File: src/rtl/i2cmbe_pkg.sv
// Shared types and constants for the I2C master bit engine.
// No dependencies; imported by every module of the engine.
package i2cmbe_pkg;

  localparam int DATA_BITS = 8;
  localparam int QUEUE_DEPTH = 2;

  localparam logic [7:0] PHASE_TICKS_RST = 8'd10;

  typedef enum logic [2:0] {
    OP_START = 3'd0,
    OP_STOP  = 3'd1,
    OP_SEND  = 3'd2,
    OP_WAIT  = 3'd3,
    OP_READ  = 3'd4
  } op_t;

  // phase counts per command
  localparam logic [4:0] PH_START = 5'd3;
  localparam logic [4:0] PH_STOP  = 5'd1;
  localparam logic [4:0] PH_SEND  = 5'(3 * DATA_BITS);
  localparam logic [4:0] PH_WAIT  = 5'd3;
  localparam logic [4:0] PH_READ  = 5'(2 * DATA_BITS + 3);
  localparam logic [4:0] PH_RBITS = 5'(2 * DATA_BITS);

  localparam logic [3:0] LAST_BIT  = 4'(DATA_BITS - 1);
  localparam logic [3:0] BYTE_BITS = 4'(DATA_BITS);

  // one classified tick
  typedef struct packed {
    logic                 cmd_go;
    op_t                  op;
    logic [DATA_BITS-1:0] tx_byte;
    logic                 send_ack;
    logic                 sda_in;
  } item_t;

  // queue -> back handshake
  typedef struct packed {
    logic  valid;
    item_t item;
  } q_head_t;

  function automatic logic [4:0] total_phases(op_t op);
    logic [4:0] n;
    begin
      unique case (op)
        OP_START: n = PH_START;
        OP_STOP:  n = PH_STOP;
        OP_SEND:  n = PH_SEND;
        OP_WAIT:  n = PH_WAIT;
        default:  n = PH_READ;
      endcase
      return n;
    end
  endfunction

endpackage

File: src/rtl/i2c_master_bit_engine_core.sv
// Top level of the I2C master bit engine: front classifier, tick queue, back sequencer.
// Depends on i2cmbe_pkg, i2cmbe_front, i2cmbe_queue, i2cmbe_back.
//
//  channel | ports                          | moves
//  --------+--------------------------------+-------------------------------------
//  in      | in_valid / in_stall + fields   | one request per timing tick
//  out     | out_valid / out_stall + fields | one pin/status result per request
//  cfg     | cfg_wr_en / cfg_wr_data        | phase_ticks, write only
//
// One request per cycle sustained while out_stall is low; from accept to result
// each request passes a queue slot, then one sequencer update into the result register.
// The sequencer state update is the single-cycle loop that sets the rate.
// Reset (rst_n low, synchronous) idles the sequencer, releases SCL/SDA,
// empties the queue and loads phase_ticks with 10.
// in_stall rises only when the 2-entry queue is full; a stalled result
// holds since the sequencer advances only when the result register drains.
module i2c_master_bit_engine_core (
  input  logic       clk,
  input  logic       rst_n,
  // request channel
  input  logic       in_valid,
  output logic       in_stall,
  input  logic       in_cmd_valid,
  input  logic [2:0] in_opcode,
  input  logic [i2cmbe_pkg::DATA_BITS-1:0] in_tx_byte,
  input  logic       in_send_ack,
  input  logic       in_sda_in,
  // result channel
  output logic       out_valid,
  input  logic       out_stall,
  output logic       out_scl_out,
  output logic       out_sda_out,
  output logic       out_busy_res,
  output logic       out_done_res,
  output logic [i2cmbe_pkg::DATA_BITS-1:0] out_rx_byte,
  output logic       out_ack_seen,
  // configuration
  input  logic       cfg_wr_en,
  input  logic [7:0] cfg_wr_data
);
  import i2cmbe_pkg::*;

  item_t     front_item;
  q_head_t   q_head;
  logic      q_full;
  logic      q_pop;
  logic [7:0] phase_ticks_r;

  // phase length register; zero behaves like one through the >= compare
  always_ff @(posedge clk) begin
    if (!rst_n) begin
      phase_ticks_r <= PHASE_TICKS_RST;
    end else if (cfg_wr_en) begin
      phase_ticks_r <= cfg_wr_data;
    end
  end

  assign in_stall = q_full;

  i2cmbe_front u_front (
    .in_cmd_valid (in_cmd_valid),
    .in_opcode    (in_opcode),
    .in_tx_byte   (in_tx_byte),
    .in_send_ack  (in_send_ack),
    .in_sda_in    (in_sda_in),
    .item         (front_item)
  );

  // decouples request intake from the sequencer
  i2cmbe_queue u_queue (
    .clk       (clk),
    .rst_n     (rst_n),
    .push      (in_valid),
    .push_item (front_item),
    .full      (q_full),
    .pop       (q_pop),
    .head      (q_head)
  );

  i2cmbe_back u_back (
    .clk          (clk),
    .rst_n        (rst_n),
    .phase_ticks  (phase_ticks_r),
    .head         (q_head),
    .pop          (q_pop),
    .out_valid    (out_valid),
    .out_stall    (out_stall),
    .out_scl_out  (out_scl_out),
    .out_sda_out  (out_sda_out),
    .out_busy_res (out_busy_res),
    .out_done_res (out_done_res),
    .out_rx_byte  (out_rx_byte),
    .out_ack_seen (out_ack_seen)
  );

endmodule

File: src/rtl/i2cmbe_front.sv
// Front end: qualifies the command on each incoming tick.
// Depends on i2cmbe_pkg.
module i2cmbe_front (
  input  logic                          in_cmd_valid,
  input  logic [2:0]                    in_opcode,
  input  logic [i2cmbe_pkg::DATA_BITS-1:0] in_tx_byte,
  input  logic                          in_send_ack,
  input  logic                          in_sda_in,
  output i2cmbe_pkg::item_t             item
);
  import i2cmbe_pkg::*;

  logic op_legal;

  // opcodes above read are dropped here
  assign op_legal = (in_opcode <= 3'(OP_READ));

  always_comb begin
    item.cmd_go   = in_cmd_valid & op_legal;
    item.op       = op_legal ? op_t'(in_opcode) : OP_START;
    item.tx_byte  = in_tx_byte;
    item.send_ack = in_send_ack;
    item.sda_in   = in_sda_in;
  end

endmodule

File: src/rtl/i2cmbe_queue.sv
// Two-entry FIFO of classified ticks between front and back.
// Depends on i2cmbe_pkg.
module i2cmbe_queue (
  input  logic                clk,
  input  logic                rst_n,
  input  logic                push,
  input  i2cmbe_pkg::item_t   push_item,
  output logic                full,
  input  logic                pop,
  output i2cmbe_pkg::q_head_t head
);
  import i2cmbe_pkg::*;

  localparam int PW = $clog2(QUEUE_DEPTH);

  item_t          mem_r [QUEUE_DEPTH];
  logic [PW-1:0]  wr_ptr_r, wr_ptr_nxt;
  logic [PW-1:0]  rd_ptr_r, rd_ptr_nxt;
  logic [PW:0]    count_r, count_nxt;
  logic           do_push, do_pop;

  assign full    = (count_r == (PW+1)'(QUEUE_DEPTH));
  assign do_push = push & ~full;
  assign do_pop  = pop & (count_r != '0);

  assign head.valid = (count_r != '0);
  assign head.item  = mem_r[rd_ptr_r];

  always_comb begin
    wr_ptr_nxt = wr_ptr_r;
    rd_ptr_nxt = rd_ptr_r;
    count_nxt  = count_r;
    if (do_push) begin
      wr_ptr_nxt = (wr_ptr_r == PW'(QUEUE_DEPTH-1)) ? '0 : wr_ptr_r + 1'b1;
    end
    if (do_pop) begin
      rd_ptr_nxt = (rd_ptr_r == PW'(QUEUE_DEPTH-1)) ? '0 : rd_ptr_r + 1'b1;
    end
    if (do_push && !do_pop) begin
      count_nxt = count_r + 1'b1;
    end else if (do_pop && !do_push) begin
      count_nxt = count_r - 1'b1;
    end
  end

  always_ff @(posedge clk) begin
    if (!rst_n) begin
      wr_ptr_r <= '0;
      rd_ptr_r <= '0;
      count_r  <= '0;
    end else begin
      wr_ptr_r <= wr_ptr_nxt;
      rd_ptr_r <= rd_ptr_nxt;
      count_r  <= count_nxt;
    end
  end

  always_ff @(posedge clk) begin
    if (do_push) begin
      mem_r[wr_ptr_r] <= push_item;
    end
  end

endmodule

File: src/rtl/i2cmbe_back.sv
// Back end: phase sequencer, shift register and result register.
// Depends on i2cmbe_pkg; fed by i2cmbe_queue.
module i2cmbe_back (
  input  logic                clk,
  input  logic                rst_n,
  input  logic [7:0]          phase_ticks,
  input  i2cmbe_pkg::q_head_t head,
  output logic                pop,
  output logic                out_valid,
  input  logic                out_stall,
  output logic                out_scl_out,
  output logic                out_sda_out,
  output logic                out_busy_res,
  output logic                out_done_res,
  output logic [i2cmbe_pkg::DATA_BITS-1:0] out_rx_byte,
  output logic                out_ack_seen
);
  import i2cmbe_pkg::*;

  logic [4:0]           step_r, step_nxt;
  op_t                  op_r, op_nxt;
  logic [3:0]           bc_r, bc_nxt;
  logic [DATA_BITS-1:0] sh_r, sh_nxt;
  logic [7:0]           pc_r, pc_nxt;
  logic                 scl_r, scl_nxt;
  logic                 sda_r, sda_nxt;
  logic                 ack_r, ack_nxt;
  logic                 ats_r, ats_nxt;
  logic [DATA_BITS-1:0] rx_r, rx_nxt;
  logic                 done_r, done_nxt;
  logic                 ovld_r, ovld_nxt;

  logic [4:0] p;
  logic [5:0] m_end;
  logic [1:0] lv;
  logic [3:0] bc_inc;
  logic [DATA_BITS-1:0] sh_rd;

  // phase within a send bit: p - 3*bit_count (bit_count equals p/3)
  function automatic logic [5:0] sub_phase(logic [4:0] pp, logic [3:0] bc);
    logic [5:0] t;
    begin
      t = {1'b0, bc, 1'b0} + {2'b00, bc};
      return {1'b0, pp} - t;
    end
  endfunction

  // pin levels {scl, sda} for phase pp
  function automatic logic [1:0] phase_levels(op_t op, logic [4:0] pp,
                                              logic [DATA_BITS-1:0] sh,
                                              logic [3:0] bc, logic ats,
                                              logic scl_cur);
    logic [5:0] m;
    logic       s;
    logic       d;
    begin
      m = sub_phase(pp, bc);
      s = scl_cur;
      d = 1'b1;
      unique case (op)
        OP_START: begin
          s = (pp < 5'd2);
          d = (pp == 5'd0);
        end
        OP_STOP: begin
          s = 1'b1;
          d = 1'b0;
        end
        OP_SEND: begin
          s = (m == 6'd1);
          d = (m == 6'd2 && bc == LAST_BIT) ? 1'b1 : sh[DATA_BITS-1];
        end
        OP_WAIT: begin
          if (pp != 5'd0) begin
            s = (pp == 5'd1);
          end
          d = 1'b1;
        end
        default: begin
          if (pp < PH_RBITS) begin
            s = ~pp[0];
            d = 1'b1;
          end else begin
            s = (pp == PH_RBITS + 5'd1);
            d = ~ats;
          end
        end
      endcase
      return {s, d};
    end
  endfunction

  assign pop       = head.valid & (~ovld_r | ~out_stall);
  assign p         = step_r - 5'd1;
  assign m_end     = sub_phase(p, bc_r);
  assign bc_inc    = bc_r + 4'd1;
  assign sh_rd     = {sh_r[DATA_BITS-2:0], head.item.sda_in};

  always_comb begin
    step_nxt = step_r;
    op_nxt   = op_r;
    bc_nxt   = bc_r;
    sh_nxt   = sh_r;
    pc_nxt   = pc_r;
    scl_nxt  = scl_r;
    sda_nxt  = sda_r;
    ack_nxt  = ack_r;
    ats_nxt  = ats_r;
    rx_nxt   = rx_r;
    done_nxt = 1'b0;
    lv       = 2'b11;
    if (step_r == 5'd0) begin
      if (head.item.cmd_go) begin
        op_nxt   = head.item.op;
        step_nxt = 5'd1;
        pc_nxt   = 8'd1;
        bc_nxt   = 4'd0;
        if (head.item.op == OP_SEND) begin
          sh_nxt = head.item.tx_byte;
        end else if (head.item.op == OP_READ) begin
          sh_nxt  = '0;
          ats_nxt = head.item.send_ack;
        end
        lv = phase_levels(op_nxt, 5'd0, sh_nxt, 4'd0, ats_nxt, scl_r);
        scl_nxt = lv[1];
        sda_nxt = lv[0];
      end
    end else if (pc_r >= phase_ticks) begin
      // end of phase: sample / shift
      unique case (op_r)
        OP_SEND: begin
          if (m_end == 6'd2) begin
            sh_nxt = {sh_r[DATA_BITS-2:0], 1'b0};
            bc_nxt = bc_inc;
          end
        end
        OP_WAIT: begin
          if (p == 5'd1) begin
            ack_nxt = head.item.sda_in;
          end
        end
        OP_READ: begin
          if (p < PH_RBITS && !p[0]) begin
            sh_nxt = sh_rd;
            bc_nxt = bc_inc;
            if (bc_inc == BYTE_BITS) begin
              rx_nxt = sh_rd;
            end
          end
        end
        default: begin
        end
      endcase
      if (step_r >= total_phases(op_r)) begin
        if (op_r != OP_START) begin
          sda_nxt = 1'b1;
          if (op_r != OP_STOP) begin
            scl_nxt = 1'b0;
          end
        end
        step_nxt = 5'd0;
        pc_nxt   = 8'd0;
        done_nxt = 1'b1;
      end else begin
        step_nxt = step_r + 5'd1;
        pc_nxt   = 8'd1;
        lv = phase_levels(op_r, step_r, sh_nxt, bc_nxt, ats_r, scl_r);
        scl_nxt = lv[1];
        sda_nxt = lv[0];
      end
    end else begin
      pc_nxt = pc_r + 8'd1;
    end
  end

  assign ovld_nxt = pop ? 1'b1 : (ovld_r & out_stall);

  always_ff @(posedge clk) begin
    if (!rst_n) begin
      step_r <= '0;
      op_r   <= OP_START;
      bc_r   <= '0;
      sh_r   <= '0;
      pc_r   <= '0;
      scl_r  <= 1'b1;
      sda_r  <= 1'b1;
      ack_r  <= 1'b0;
      ats_r  <= 1'b0;
      rx_r   <= '0;
      done_r <= 1'b0;
      ovld_r <= 1'b0;
    end else begin
      ovld_r <= ovld_nxt;
      if (pop) begin
        step_r <= step_nxt;
        op_r   <= op_nxt;
        bc_r   <= bc_nxt;
        sh_r   <= sh_nxt;
        pc_r   <= pc_nxt;
        scl_r  <= scl_nxt;
        sda_r  <= sda_nxt;
        ack_r  <= ack_nxt;
        ats_r  <= ats_nxt;
        rx_r   <= rx_nxt;
        done_r <= done_nxt;
      end
    end
  end

  // state only moves on a pop, so it doubles as the result register
  assign out_valid    = ovld_r;
  assign out_scl_out  = scl_r;
  assign out_sda_out  = sda_r;
  assign out_busy_res = (step_r != 5'd0);
  assign out_done_res = done_r;
  assign out_rx_byte  = rx_r;
  assign out_ack_seen = ack_r;

endmodule

File: config.mk
export PLATFORM = sky130hd
export DESIGN_NAME = i2c_master_bit_engine_core
export DESIGN_NICKNAME = d
export VERILOG_FILES = /design/src/rtl/i2cmbe_pkg.sv /design/src/rtl/i2c_master_bit_engine_core.sv /design/src/rtl/i2cmbe_front.sv /design/src/rtl/i2cmbe_queue.sv /design/src/rtl/i2cmbe_back.sv
export SDC_FILE = /design/constraint.sdc
export NUM_CORES = 1
export LEC_CHECK = 0
export CAP_MARGIN = 40
export CORE_MARGIN = 2
export CORE_UTILIZATION = 45
export CTS_CLUSTER_DIAMETER = 60
export DETAILED_ROUTE_END_ITERATION = 10
export DONT_BUFFER_PORTS = 1
export SKIP_LAST_GASP = 1
export SYNTH_ARGS = -nofsm -noshare
export SYNTH_HDL_FRONTEND = slang
export SYNTH_SLANG_ARGS = --single-unit
File: constraint.sdc
create_clock -name clk -period 5.9 [get_ports clk]
set_input_delay 0.59 -clock clk [delete_from_list [all_inputs] [get_ports clk]]
set_output_delay 0.59 -clock clk [all_outputs]
set_load 0.05 [all_outputs]
**Word level (Yosys, flattened, before mapping)**

Memory sizes are Yosys's and may differ from the RTL's. A register that Yosys moved wholly into a read port is not among the register bits.
Cells that the tools add are included.

- Input bits: 27
- Logic and storage cells: 160
- Memories kept: 1
- Bits in registers: 54
- Output and inout port bits: 15
- Memory bits (writable): 28

- Bitwise operators: 13
- Equality and inequality tests: 26
- Reduce and logical (&&, ||, !) cells: 26
- Multiplexer cells: 59
- Order comparisons: 6
- Add/subtract/negate cells: 12

Memory list:

| name | words | bits a word | read ports | clocked after Yosys merged registers in | wr ports | line | source |
|---|---|---|---|---|---|---|---|
| u_queue.mem_r | 2 | 14 | 1 | 1 | 1 | i2cmbe_queue.sv:16 | `item_t mem_r [QUEUE_DEPTH];` |

Operators by type and width:

| operator | number |
|---|---|
| 8-bit two-way mux | 10 |
| 5-bit two-way mux | 6 |
| 4-bit two-way mux | 7 |
| 1-bit two-way mux | 26 |
| 8-bit case mux with 2 select lines | 1 |
| 5-bit case mux with 3 select lines | 1 |
| 7-bit AND reduction | 2 |
| 5-bit by 4-bit adder with 6-bit output | 2 |
| 3-bit by 2-bit equality test with 1-bit output, second input constant | 4 |
| 6-bit by 2-bit equality test with 1-bit output, second input constant | 2 |
| 5-bit by 6-bit subtractor with 6-bit output | 2 |
| 5-bit by 1-bit equality test with 1-bit output, second input constant | 2 |
| 5-bit less-than comparator, second input constant | 2 |
| 5-bit AND reduction | 2 |
| 3-bit by 1-bit inequality test with 1-bit output, second input constant | 3 |
| 8-bit by 1-bit adder with 8-bit output, second input constant | 1 |
| 8-bit greater-or-equal comparator | 1 |
| 4-bit case mux with 2 select lines | 1 |
| 1-bit NOT | 7 |
| 3-bit by 1-bit equality test with 1-bit output, second input constant | 2 |
| 3-bit equality test, second input constant | 2 |
| 6-bit by 1-bit equality test with 1-bit output, second input constant | 1 |
| 3-bit by 2-bit inequality test with 1-bit output, second input constant | 2 |
| 3-bit AND reduction | 2 |
| 34 further kinds | 51 |

**Longest topological paths before layout**

Gate-level depths: netlist (run 1).

- Depth in word-level cells: 16
- Mapped depth: 24
- Gate-level depth less buffers: 24

**By module**

From an unflattened synthesis (run 1), not the netlist that was laid out.

- Cells, all modules: 494
- Area, all modules: 4,984.8 um^2

By module, submodules not included:

| module | times used | area each (um^2) | sequential area each (um^2) | cells an instance |
|---|---|---|---|---|
| i2cmbe_back | 1 | 3,337.0 | 840.8 | 386 |
| i2cmbe_queue | 1 | 1,239.9 | 940.9 | 68 |
| i2c_master_bit_engine_core | 1 | 296.5 | 160.2 | 25 |
| i2cmbe_front | 1 | 111.4 | 0.0 | 15 |

**Least setup slack after synthesis (run 1)**

OpenSTA, ideal clock, no wires.

- Path kind: register to register
- Start: reg u_back.step_r[1]
- End: reg u_back.scl_r, in the netlist u_back.out_scl_out
- Library setup time: 106 ps
- Stages on the path, launching flop included: 23
- Required time: 5,794 ps
- Slack: 761 ps
- Arrival time: 5,033 ps
- Clock period less this slack: 5,139 ps
- Path buffers: 0
- Cells stage by stage: dfxtp_1 -> inv_1 -> ha_1 -> xnor2_1 -> fa_1 -> inv_1 -> ha_1 -> and3b_1 -> o211a_1 -> o211a_1 -> nor2_1 -> xnor2_1 -> ha_1 -> inv_1 -> ha_1 -> or2_2 -> fa_1 -> xor2_1 -> a211oi_1 -> o2111ai_1 -> o31ai_1 -> nand3_1 -> o311ai_0

- Word-level cells in the longest chain between the ends: 14
- Elaborated cells between the ends (all ways): 33
- Those cells by class: add/sub: 4; order compare: 4; eq/ne: 9; mux: 11; reduce/logical: 5

Ends and longest elaborated chain:

| element | line | source |
|---|---|---|
| start, declared | i2cmbe_back.sv:20 | `logic [4:0] step_r, step_nxt;` |
| start signal, assigned | i2cmbe_back.sv:195 | `step_r <= step_nxt;` |
| 5-bit by 1-bit subtractor with 5-bit output | i2cmbe_back.sv:94 | `assign p = step_r - 5'd1;` |
| 5-bit by 6-bit subtractor with 6-bit output or 5-bit less-than comparator (tied branches) | i2cmbe_back.sv:44, i2cmbe_back.sv:143 |  |
| 6-bit by 2-bit equality test with 1-bit output or 1-bit logical AND (tied branches) | i2cmbe_back.sv:132, i2cmbe_back.sv:143 |  |
| 4-bit two-way mux (on tied branches) | i2cmbe_back.sv:132, i2cmbe_back.sv:143 |  |
| 4-bit case mux with 2 select lines | i2cmbe_back.sv:130 | `unique case (op_r)` |
| 4-bit two-way mux | i2cmbe_back.sv:128 | `end else if (pc_r >= phase_ticks) begin` |
| 4-bit two-way mux | i2cmbe_back.sv:112 | `if (step_r == 5'd0) begin` |
| 5-bit by 4-bit adder with 6-bit output | i2cmbe_back.sv:43 | `t = {1'b0, bc, 1'b0} + {2'b00, bc};` |
| 5-bit by 6-bit subtractor with 6-bit output | i2cmbe_back.sv:44 | `return {1'b0, pp} - t;` |
| 6-bit by 1-bit equality test with 1-bit output | i2cmbe_back.sv:70 | `s = (m == 6'd1);` |
| 1-bit case mux with 4 select lines | i2cmbe_back.sv:60 | `unique case (op)` |
| 1-bit two-way mux | i2cmbe_back.sv:154 | `if (step_r >= total_phases(op_r)) begin` |
| 1-bit two-way mux | i2cmbe_back.sv:128 |  |
| 1-bit two-way mux | i2cmbe_back.sv:112 |  |
| end signal, assigned | i2cmbe_back.sv:200 | `scl_r <= scl_nxt;` |
| end, declared | i2cmbe_back.sv:25 | `logic scl_r, scl_nxt;` |

Several ways; a longest one is shown, not always the timed one. The select of a mux whose other input is x is not followed.
A chain may end at the register's enable or synchronous reset.

**Worst setup path in the final report (run 1)**

- Start: reg u_back.step_r[0]
- End: reg u_back.scl_r, in the netlist u_back.out_scl_out

- Word-level cells in the longest chain between the ends: 14
- Elaborated cells between the ends (all ways): 35
- Those cells by class: add/sub: 4; order compare: 4; eq/ne: 9; mux: 11; bitwise: 1; reduce/logical: 6

Ends and longest elaborated chain:

| element | line |
|---|---|
| 5-bit by 1-bit subtractor with 5-bit output | i2cmbe_back.sv:94 |
| 5-bit by 6-bit subtractor with 6-bit output (tied with other cells) | i2cmbe_back.sv:44 |
| 6-bit by 2-bit equality test with 1-bit output or 1-bit logical AND (tied branches) | i2cmbe_back.sv:132, i2cmbe_back.sv:143 |
| 4-bit two-way mux (on tied branches) | i2cmbe_back.sv:132, i2cmbe_back.sv:143 |
| 4-bit case mux with 2 select lines | i2cmbe_back.sv:130 |
| 4-bit two-way mux | i2cmbe_back.sv:128 |
| 4-bit two-way mux | i2cmbe_back.sv:112 |
| 5-bit by 4-bit adder with 6-bit output | i2cmbe_back.sv:43 |
| 5-bit by 6-bit subtractor with 6-bit output | i2cmbe_back.sv:44 |
| 6-bit by 1-bit equality test with 1-bit output | i2cmbe_back.sv:70 |
| 1-bit case mux with 4 select lines | i2cmbe_back.sv:60 |
| 1-bit two-way mux | i2cmbe_back.sv:154 |
| 1-bit two-way mux | i2cmbe_back.sv:128 |
| 1-bit two-way mux | i2cmbe_back.sv:112 |

Several ways; a longest one is shown, not always the timed one. The select of a mux whose other input is x is not followed.

==> results of run 1 <==
==> worst max-delay path: stages, from the launching register on <==
cell and delay [ps]:
dfxtp_2 410, inv_1 140, ha_1 280, nor3b_4 180, xnor2_2 240, inv_1 90, ha_1 280, inv_1 40
ha_1 370, inv_1 100, a2111oi_4 330, o211a_1 230, nor2_1 80, xnor2_2 180, ha_1 330, inv_1 50
ha_1 200, or2_2 300, fa_1 410, xor2_1 180, a211oi_1 220, o2111ai_1 180, o31ai_1 260, nand3_1 100
o311ai_0 260
==> cells by family (layout without fill, tap and decap cells) <==
| group | after synthesis | in the layout | share of synthesized area (%) |
|---|---|---|---|
| AOI/OAI and AO/OA | 107 | 107 | 16.1 |
| muxes | 33 | 33 | 6.70 |
| xor gates and xnor gates | 27 | 27 | 4.89 |
| buffers and inverters | 61 | 70 | 4.97 |
| DFF | 83 | 83 | 38.9 |
| adders and majority gates | 44 | 44 | 11.9 |
| and+or+nand+nor | 152 | 152 | 16.5 |
==> synth_stat cells, drive strengths merged (2+ instances only) <==
cell	count	area (um2)
inv	43	161
and2	4	25.0
edfxtp	28	841
nor2b	6	37.5
o211a	2	20.0
clkbuf	8	30.0
nor3b	3	33.8
nor3	13	70.1
nand3b	2	15.0
o32ai	2	17.5
nand2b	7	43.8
nand2	23	86.3
o311ai	2	17.5
fa	6	120
dfxtp	55	1100
nand3	13	70.1
mux2	3	33.8
xnor2	18	165
nor4	4	46.3
o21ai	21	109
a21bo	2	20.0
a41oi	2	17.5
a31oi	6	37.5
nor2	56	210
ha	38	475
or2	3	18.8
a21o	2	15.0
a2111oi	4	66.3
o21a	5	37.5
mux2i	30	300
o211ai	7	71.3
xor2	9	78.8
a221oi	2	17.5
a21oi	23	130
a211oi	13	103
or3b	2	20.0
and3	2	12.5
or3	4	30.0
buf	9	52.6
nand4	6	52.6
==> worst min-delay path by stage <==
| stage | endpoint | slack (ps) | cells after the start |
|---|---|---|---|
| finish | u_queue.mem_r[1][7] | 330 | 0 |
| floorplan | phase_ticks_r[2] | 460 | 2 |
| CTS | u_queue.mem_r[1][3] | 300 | 0 |
| global route | u_queue.mem_r[1][9] | 290 | 0 |
| detailed placement | flop | 490 | 2 |
| global placement | phase_ticks_r[4] | 480 | 2 |
==> metal layers <==
metal / part of all wire [%] / track usage [%]
met3: 4.8 / 5.08
met4: 1.9 / 6.87
met1: 46 / 25.1
met2: 48 / 31.2
met5: 0 / 0
==> where the power goes <==
group | leakage [nW] | switching, W | internal (W)
combinational | 1.34 | 0.000464 | 0.000293
clock | 0.0950 | 0.000215 | 0.000201
sequential | 0.711 | 0.000126 | 0.000678
total | 2.15 | 0.000805 | 0.00117
==> flip-flops by register name (all words and copies together), names as in the netlist, named ones only <==
name and cells:
u_back.out_sda_out 1, phase_ticks_r 8, u_back.out_ack_seen 1, u_back.op_r 3, u_back.out_rx_byte 8, u_queue.mem_r 28, u_back.sh_r 8, u_back.ats_r 1
u_queue.rd_ptr_r 1, u_back.out_valid 1, u_queue.count_r 2, u_back.step_r 5, u_queue.wr_ptr_r 1, u_back.out_done_res 1, u_back.bc_r 4, u_back.out_scl_out 1
u_back.pc_r 8
==> metrics by stage <==
stage,power (W),instance area [um2],hold slack (ps),utilization [%]
finish,0.00198,5410,328,49.9
detailed placement,0.00155,5170,487,47.7
global route,0.00212,5410,294,49.9
floorplan,0.00137,4990,460,-
CTS,0.00197,5370,302,49.5
global placement,0.00152,5120,479,47.2
==> area by class of cell <==
type / count / area [um2] / area share [%]
Multi-Input combinational cell: 363 / 2820 / 52.2
Sequential cell: 83 / 1940 / 35.9
Tap cell: 140 / 175 / 3.24
Inverter: 44 / 165 / 3.05
Clock buffer: 10 / 128 / 2.36
Timing Repair Buffer: 10 / 103 / 1.90
Clock inverter: 6 / 73.8 / 1.37
==> repair_timing <==
item	CTS	global route
setup endpoints to repair	0	2
resized for setup	0	5
setup buffers	0	2
==> placed cells by master (no fill, tap or decap), drive strengths merged, types with 5 or more instances in the layout <==
cell    netlist  routed
xnor2        18      18
buf           9      10
edfxtp       28      28
dfxtp        55      55
nor3         13      13
mux2i        30      30
inv          43      45
nand2        23      23
o21a          5       5
o211ai        7       7
nand4         6       6
o21ai        21      21
nand3        13      13
a31oi         6       6
nor2         56      56
clkbuf        8      10
nor2b         6       6
fa            6       6
a211oi       13      13
ha           38      38
xor2          9       9
nand2b        7       7
a21oi        23      23
==> qor.yml, run 1 <==
cts_buffers: 9
dp_hpwl_um: 8400
drive_gt1_share_pct: 11.0
rr_worst_depth: 24
fillers: 1012
htreeDepth: 3
hold_violations: 0
syn-cell-area_um2: 4990
synth_edf_count: 28
startpoint_type: "flop"
nets: 582
relSlewSlack_pct: 41.6
drt-initial-drc-count: 207
leakagePower_nw: 2.15
grt_antenna_before_repair: 0
period_share_pct: 93.7
slew_violations: 0
grt_pass1_wl_um: 17600
cts-root-buf: "clkbuf_8"
final_cell_count_no_fill: 656
worstMarginPinSlew_ps: 874
ctsHoldBuffers: 0
ys_types: 80
syn_area_per_cell_um2: 9.84
area_growth_pct: 8.43
rows: 38
netlist_instances: 507
dp.cells: 638
setup_ws_ps: 372
cts_tree: "built"
ir_worst_vdd_mv: 0.228
path_max_fanout: 8
p_per_area_nw_per_um2: 366
critPathLaunch: "u_back.step_r[0]"
die_y_um: 109
fin_worst_skew_ps: 13.3
min_from: "in_tx_byte[5]"
grt_usage_pct: 19.4
final_antenna_net_count: 0
start_util_pct: 46.0
synth_ff_type: "dfxtp_1"
vias: 3647
dieArea_um2: 11900
io_buffers: 0
post-place-ws_ps: 258
maxCapViolations: 0
clk_pin_slew_worst_paths_ps: 90
drcViolationCount: 0
post-route-min-period_ps: 5530
r2r_slack_ps: 370
antenna_cells: 0
first_pass_iters: 4
fmax_ghz: 0.181
core_area_um2: 10800
r2r_end: "u_back.out_scl_out"
setup_viol: 0
clock_path_buffers: 2
end_kind: "flop"
worstPathArrival_ps: 5780
overflow: 0
cts.sinks: 83
status: "complete, no violations"
synth_async_sr_flop_share_pct: 0
seq_area_frac_synth_pct: 38.9
ys_seq_elements: 83
die_x_um: 109
synth_nets: 578
crit_type: "reg2reg"
vias_per_cell: 5.56
gp_congestion: 0.904
grt_max_degree: 21
routed_wl_um: 10900
grt_setup_unrepaired: "false"
setup_tns_ps: 0
r2r-start: "u_back.step_r[0]"
endpoint: "u_back.out_scl_out"
insertion_delay_ps: 360
io_pins: 42
hold_path.class: "in2reg"
yosys_warnings: 0
grt_pass1_vias: 3537
cp.required_ps: 6150
wl_per_cell_um: 16.6
Note: power is estimated with default switching activity, not from simulation.
==> inputs of run 2 (changes only) <==
--- a/config.mk
+++ b/config.mk
@@ -6,4 +6,6 @@
 export NUM_CORES = 1
 export LEC_CHECK = 0
+export ABC_AREA = 1
+export ABC_CLOCK_PERIOD_IN_PS = 5900
 export CAP_MARGIN = 40
 export CORE_MARGIN = 2
==> constraint.sdc (replaced) <==
create_clock -name clk -period 5.9 [get_ports clk]
set_input_delay 0.59 -clock clk [delete_from_list [all_inputs] [get_ports clk]]
set_output_delay 0.59 -clock clk [all_outputs]
set_load 0.1 [all_outputs]
==> run 2 against run 1 <==
Against the previous run:
- critical path type unchanged
- routed wire length increased by 0.18%
- highest routed layer unchanged
- non-clock buffer count rose by 7
- register-to-register slack better by 270 ps
- critical endpoint is now u_back.out_sda_out
- global-route usage decreased by 0.11 points
- critical path depth rose by 8
- setup slack better by 270 ps
- area after synthesis down 0.45%
==> qor.yml, run 2 <==
status: "complete, no violations"
post-route-min-period_ps: 5260
vias: 4006
p_per_area_nw_per_um2: 433
final_common_cell: "nand2_1"
netlist_instances: 614
ys_types: 47
setup_ws_ps: 639
drive_gt1_share_pct: 11.2
synth.area.top_cells: "dfxtp_1 22%, edfxtp_1 17%, ha_1 9.6%"
leakagePower_nw: 2.41
grt_max_degree: 34
fmax_ghz: 0.190
post_cts_resize_count: 0
postCtsSetupRepairBufs: 0
die_y_um: 109
synth_edf_count: 28
insertion_delay_ps: 370
synth_async_sr_flop_share_pct: 0
syn_area_per_cell_um2: 8.09
critical_path.max_stage_delay_ps: 520
path_common_cell: "nand2_1"
start_util_pct: 46.0
antenna_cells: 0
clk_pin_slew_worst_paths_ps: 90
worstPathArrival_ps: 5570
hold_path.class: "in2reg"
slew_violations: 0
hold_slack_ps: 311
synth_common_cells: "109 x nand2_1, 95 x inv_1, 62 x nor2_1"
synth_top_area_share_pct: 22.2
setup_tns_ps: 0
grt_usage_pct: 19.3
grt_pass1_vias: 3803
dp_hpwl_um: 8160
fin_worst_skew_ps: 8.76
period_share_pct: 89.2
vias_per_cell: 5.18
finalCoreUtilization_pct: 51.4
place_area_um2: 5330
path_max_fanout: 12
setup_viol: 0
wl_per_cell_um: 14.1
cts-root-buf: "clkbuf_8"
cts.sinks: 83
drcViolationCount: 0
design_area_um2: 5550
overflow: 0
drt-initial-drc-count: 210
first_pass_iters: 5
seq_area_frac_synth_pct: 39.1
grt_setup_unrepaired: "false"
cp.required_ps: 6210
grt_pass1_wl_um: 17700
cts_tree: "built"
end_kind: "flop"
core_area_um2: 10800
rows: 38
final_antenna_net_count: 0
cts_buffers: 9
io_pins: 42
grt_antenna_before_repair: 0
dieArea_um2: 11900
ctsHoldBuffers: 0
largest-register: "u_queue.mem_r"
synth_ff_type: "dfxtp_1"
routed_wl_um: 10900
nets: 699
most-common-layout-cells: "109 x nand2_1, 95 x inv_1, 61 x nor2_1, 55 x dfxtp_1, 40 x a21oi_1"
ir_worst_vdd_mv: 0.300
worstMarginPinSlew_ps: 764
maxCapViolations: 0
crit_type: "reg2reg"
hold_violations: 0
htreeDepth: 3
synth_most_common_cell: "nand2_1"
gp_congestion: 0.897
clock_path_buffers: 2
fillers: 992
die_x_um: 109
startpoint_type: "flop"
synth_nets: 685
post-place-ws_ps: 731
relSlewSlack_pct: 48.8
io_buffers: 0
yosys_warnings: 0
syn-cell-area_um2: 4960
largest_reg_flops: 28
critPathSlowestCell: "dfxtp_1"
ys_seq_elements: 83
yosysTopAreaCell: "dfxtp_1"
area_growth_pct: 11.8
==> run 2: changes by cell type after synthesis, moves of 7 or more <==
cell      change
a211oi_1     -12
a21oi_1      +19
inv_1        +54
mux2i_1      -23
nand2_1      +86
nand2b_1      -7
nand3_1      +20
nand4_1       +9
o21ai_0      +15
xnor2_1      -14
==> run 2: final cells by class <==
class / count / area, um2 / share of cell area, %
clock buffers: 9 / 124 / 2.23
inverters: 103 / 389 / 7.01
flip-flops and latches: 83 / 1940 / 35.0
well taps: 140 / 175 / 3.16
repair buffers: 17 / 283 / 5.09
clock inverters: 7 / 98.8 / 1.78
multi-input cells: 414 / 2540 / 45.8
==> run 2: per-layer routing <==
layer	GRT usage, %	up-vias	routed length [um]
li1	-	2044	-
met1	24.2	1869	5010
met2	31.9	80	5220
met3	5.44	13	480
met4	6.41	0	175
met5	0	-	0
==> run 2: through the flow <==
stage	cells	power (W)
finish	773	0.00240
global route	773	0.00258
CTS	773	0.00241
detailed placement	757	0.00195
global placement	741	0.00186
floorplan	614	0.00169
==> run 2: power by group <==
group | internal [W] | switching [W]
sequential | 0.000688 | 0.0000903
clock | 0.000241 | 0.000216
combinational | 0.000381 | 0.000785
total | 0.00131 | 0.00109
==> run 2: cell families after synthesis <==
family                   count (synthesis)  synth area share (%)
AO/OA/AOI/OAI                          108                  13.3
XOR/XNOR                                13                  2.29
adder cells (fa/ha/maj)                 44                  12.0
buffers and inverters                  117                  9.78
flip-flops                              83                  39.1
multiplexers                             7                  1.41
AND/OR/NAND/NOR                        242                  22.2
==> run 2: critical path, delay by kind of cell, from the launching register on <==
kind,cells,cell delay (ps)
XOR/XNOR,2,520
flip-flops,1,520
AND/OR/NAND/NOR,19,1720
buffers and inverters,5,430
adder cells (fa/ha/maj),6,2030
==> run 2: final timing paths <==
check / start / end / slack [ps] / cells past startpoint
setup / recovery: u_back.step_r[0] / u_back.out_sda_out / 640 / 32
hold / removal: in_tx_byte[5] / u_queue.mem_r[0][7] / 310 / 0
setup reg to reg: u_back.step_r[0] / u_back.out_sda_out / 640 / 32
hold reg to reg: phase_ticks_r[5] / phase_ticks_r[5] / 460 / 2
==> inputs of run 3 (changes only) <==
Settings changed: CORE_MARGIN 2 to not set, PLACE_DENSITY set to 0.66, TNS_END_PERCENT set to 5.
==> run 3 against run 2 <==
Against the previous run:
- utilization increased by 0.90 points
- flip-flop and latch count unchanged
- design area decreased by 0.92%
- non-clock buffer count unchanged
- fmax decreased by 1.9%
==> qor.yml, run 3 (synthesis results as in run 2) <==
gp_congestion: 0.876
hold_violations: 0
insertion_delay_ps: 370
final_antenna_net_count: 0
core_area_um2: 10500
grt_max_degree: 34
end_kind: "flop"
worstPathArrival_ps: 5680
finalCoreUtilization_pct: 52.3
dp.cells: 753
ctsHoldBuffers: 0
cts_buffers: 9
ff_latch_area_um2: 1940
crit_type: "reg2reg"
dieArea_um2: 11500
clock_path_buffers: 2
antenna_cells: 0
maxCapViolations: 0
slew_violations: 0
wl_per_cell_um: 13.8
fmax_ghz: 0.187
post_cts_resize_count: 0
fillers: 965
htreeDepth: 3
io_pins: 42
p_sw_share_pct: 46.4
post-place-ws_ps: 701
largest_reg_flops: 28
postCtsSetupRepairBufs: 0
rows: 37
routed_wl_um: 10600
cts-root-buf: "clkbuf_8"
worstMarginPinSlew_ps: 776
final_cell_count_no_fill: 769
die_y_um: 107
cts_tree: "built"
fin_worst_skew_ps: 9.70
grt_usage_pct: 19.6
critPathLaunch: "u_back.step_r[0]"
p_seq_share_pct: 32.8
ir_worst_vdd_mv: 0.288
multi_input_area_um2: 2540
critPathSlowestCell: "dfxtp_1"
drive_gt1_share_pct: 11.1
nets: 699
period_share_pct: 90.9
setup_viol: 0
p_per_area_nw_per_um2: 430
startpoint_type: "flop"
hold_slack_ps: 309
vias_per_cell: 5.21
cts.sinks: 83
most-common-layout-cells: "109 x nand2_1, 95 x inv_1, 61 x nor2_1, 55 x dfxtp_1, 40 x a21oi_1"
clk_pin_slew_worst_paths_ps: 90
cp.required_ps: 6220
leakagePower_nw: 2.39
grt_pass1_vias: 3781
path_common_cell: "nand2_1"
intPower_w: 0.00127
io_buffers: 0
drt-initial-drc-count: 222
switchingPower_w: 0.00110
path_max_fanout: 12
start_util_pct: 47.2
setup_tns_ps: 0
overflow: 0
relSlewSlack_pct: 48.0
critical_path.max_stage_delay_ps: 510
grt_setup_unrepaired: "false"
post-route-min-period_ps: 5360
hold_path.class: "in2reg"
area_growth_pct: 10.8
r2r-start: "u_back.step_r[0]"
grt_pass1_wl_um: 17400
min_from: "in_tx_byte[1]"
final_common_cell: "nand2_1"
setup_ws_ps: 539
first_pass_iters: 6
largest-register: "u_queue.mem_r"
die_x_um: 107
drcViolationCount: 0
dp_hpwl_um: 7950
pwr-share-clk_pct: 17.7
grt_antenna_before_repair: 0
vias: 4009
combPwrFrac_pct: 49.5
status: "complete, no violations"
run 3: cell count changes in the layout (fill, tap and decap cells not counted):
cell | previous run | this run
buf_16 | 4 | 2
buf_8 | 10 | 12
bufinv_16 | 2 | 1
clkinv_1 | 1 | 2
clkinv_2 | 1 | 0
clkinv_4 | 1 | 2
clkinvlp_4 | 1 | 2
inv_6 | 2 | 0
inv_8 | 0 | 1
run 3: worst paths after layout:
path,to,slack (ps),cells after the start
setup / recovery,u_back.out_scl_out,540,31
hold / removal,u_queue.mem_r[0][3],310,0
setup reg to reg,u_back.out_scl_out,540,31
hold reg to reg,u_queue.rd_ptr_r,470,1
run 3: layer usage:
layer | vias to the layer above | GRT usage, % | share of wire, %
met3 | 26 | 5.29 | 5.3
met2 | 106 | 32.5 | 48
met1 | 1834 | 23.3 | 44
li1 | 2043 | - | -
met5 | - | 0 | 0
met4 | 0 | 9.39 | 2.6
run 3: power groups by stage:
stage               registers (W)  logic, W  clock network [W]
global placement         0.000851   0.00100                  0
global route             0.000788   0.00131           0.000448
floorplan                0.000813  0.000879                  0
CTS                      0.000774   0.00116           0.000429
finish                   0.000776   0.00117           0.000418
detailed placement       0.000787   0.00116                  0
run 3: worst max-delay path: cells and delay by family (launching register included):
| family | cells | cell delay [ps] |
|---|---|---|
| buffers and inverters | 4 | 380 |
| flip-flops | 1 | 510 |
| XOR/XNOR | 2 | 500 |
| AND/OR/NAND/NOR | 18 | 1630 |
| adder cells (fa/ha/maj) | 6 | 2040 |
| AO/OA/AOI/OAI | 1 | 250 |
run 3: final cells by class:
| type | instances | share of cell area [%] |
|---|---|---|
| Inverter | 103 | 7.07 |
| Multi-Input combinational cell | 414 | 46.2 |
| Clock buffer | 9 | 2.25 |
| Clock inverter | 7 | 1.41 |
| Tap cell | 136 | 3.09 |
| Timing Repair Buffer | 17 | 4.69 |
| Sequential cell | 83 | 35.3 |
run 3: metrics by stage:
step                area (um2)  power (W)
finish                    5500    0.00237
global route              5500    0.00254
CTS                       5500    0.00237
detailed placement        5300    0.00194
global placement          5060    0.00185
floorplan                 4960    0.00169
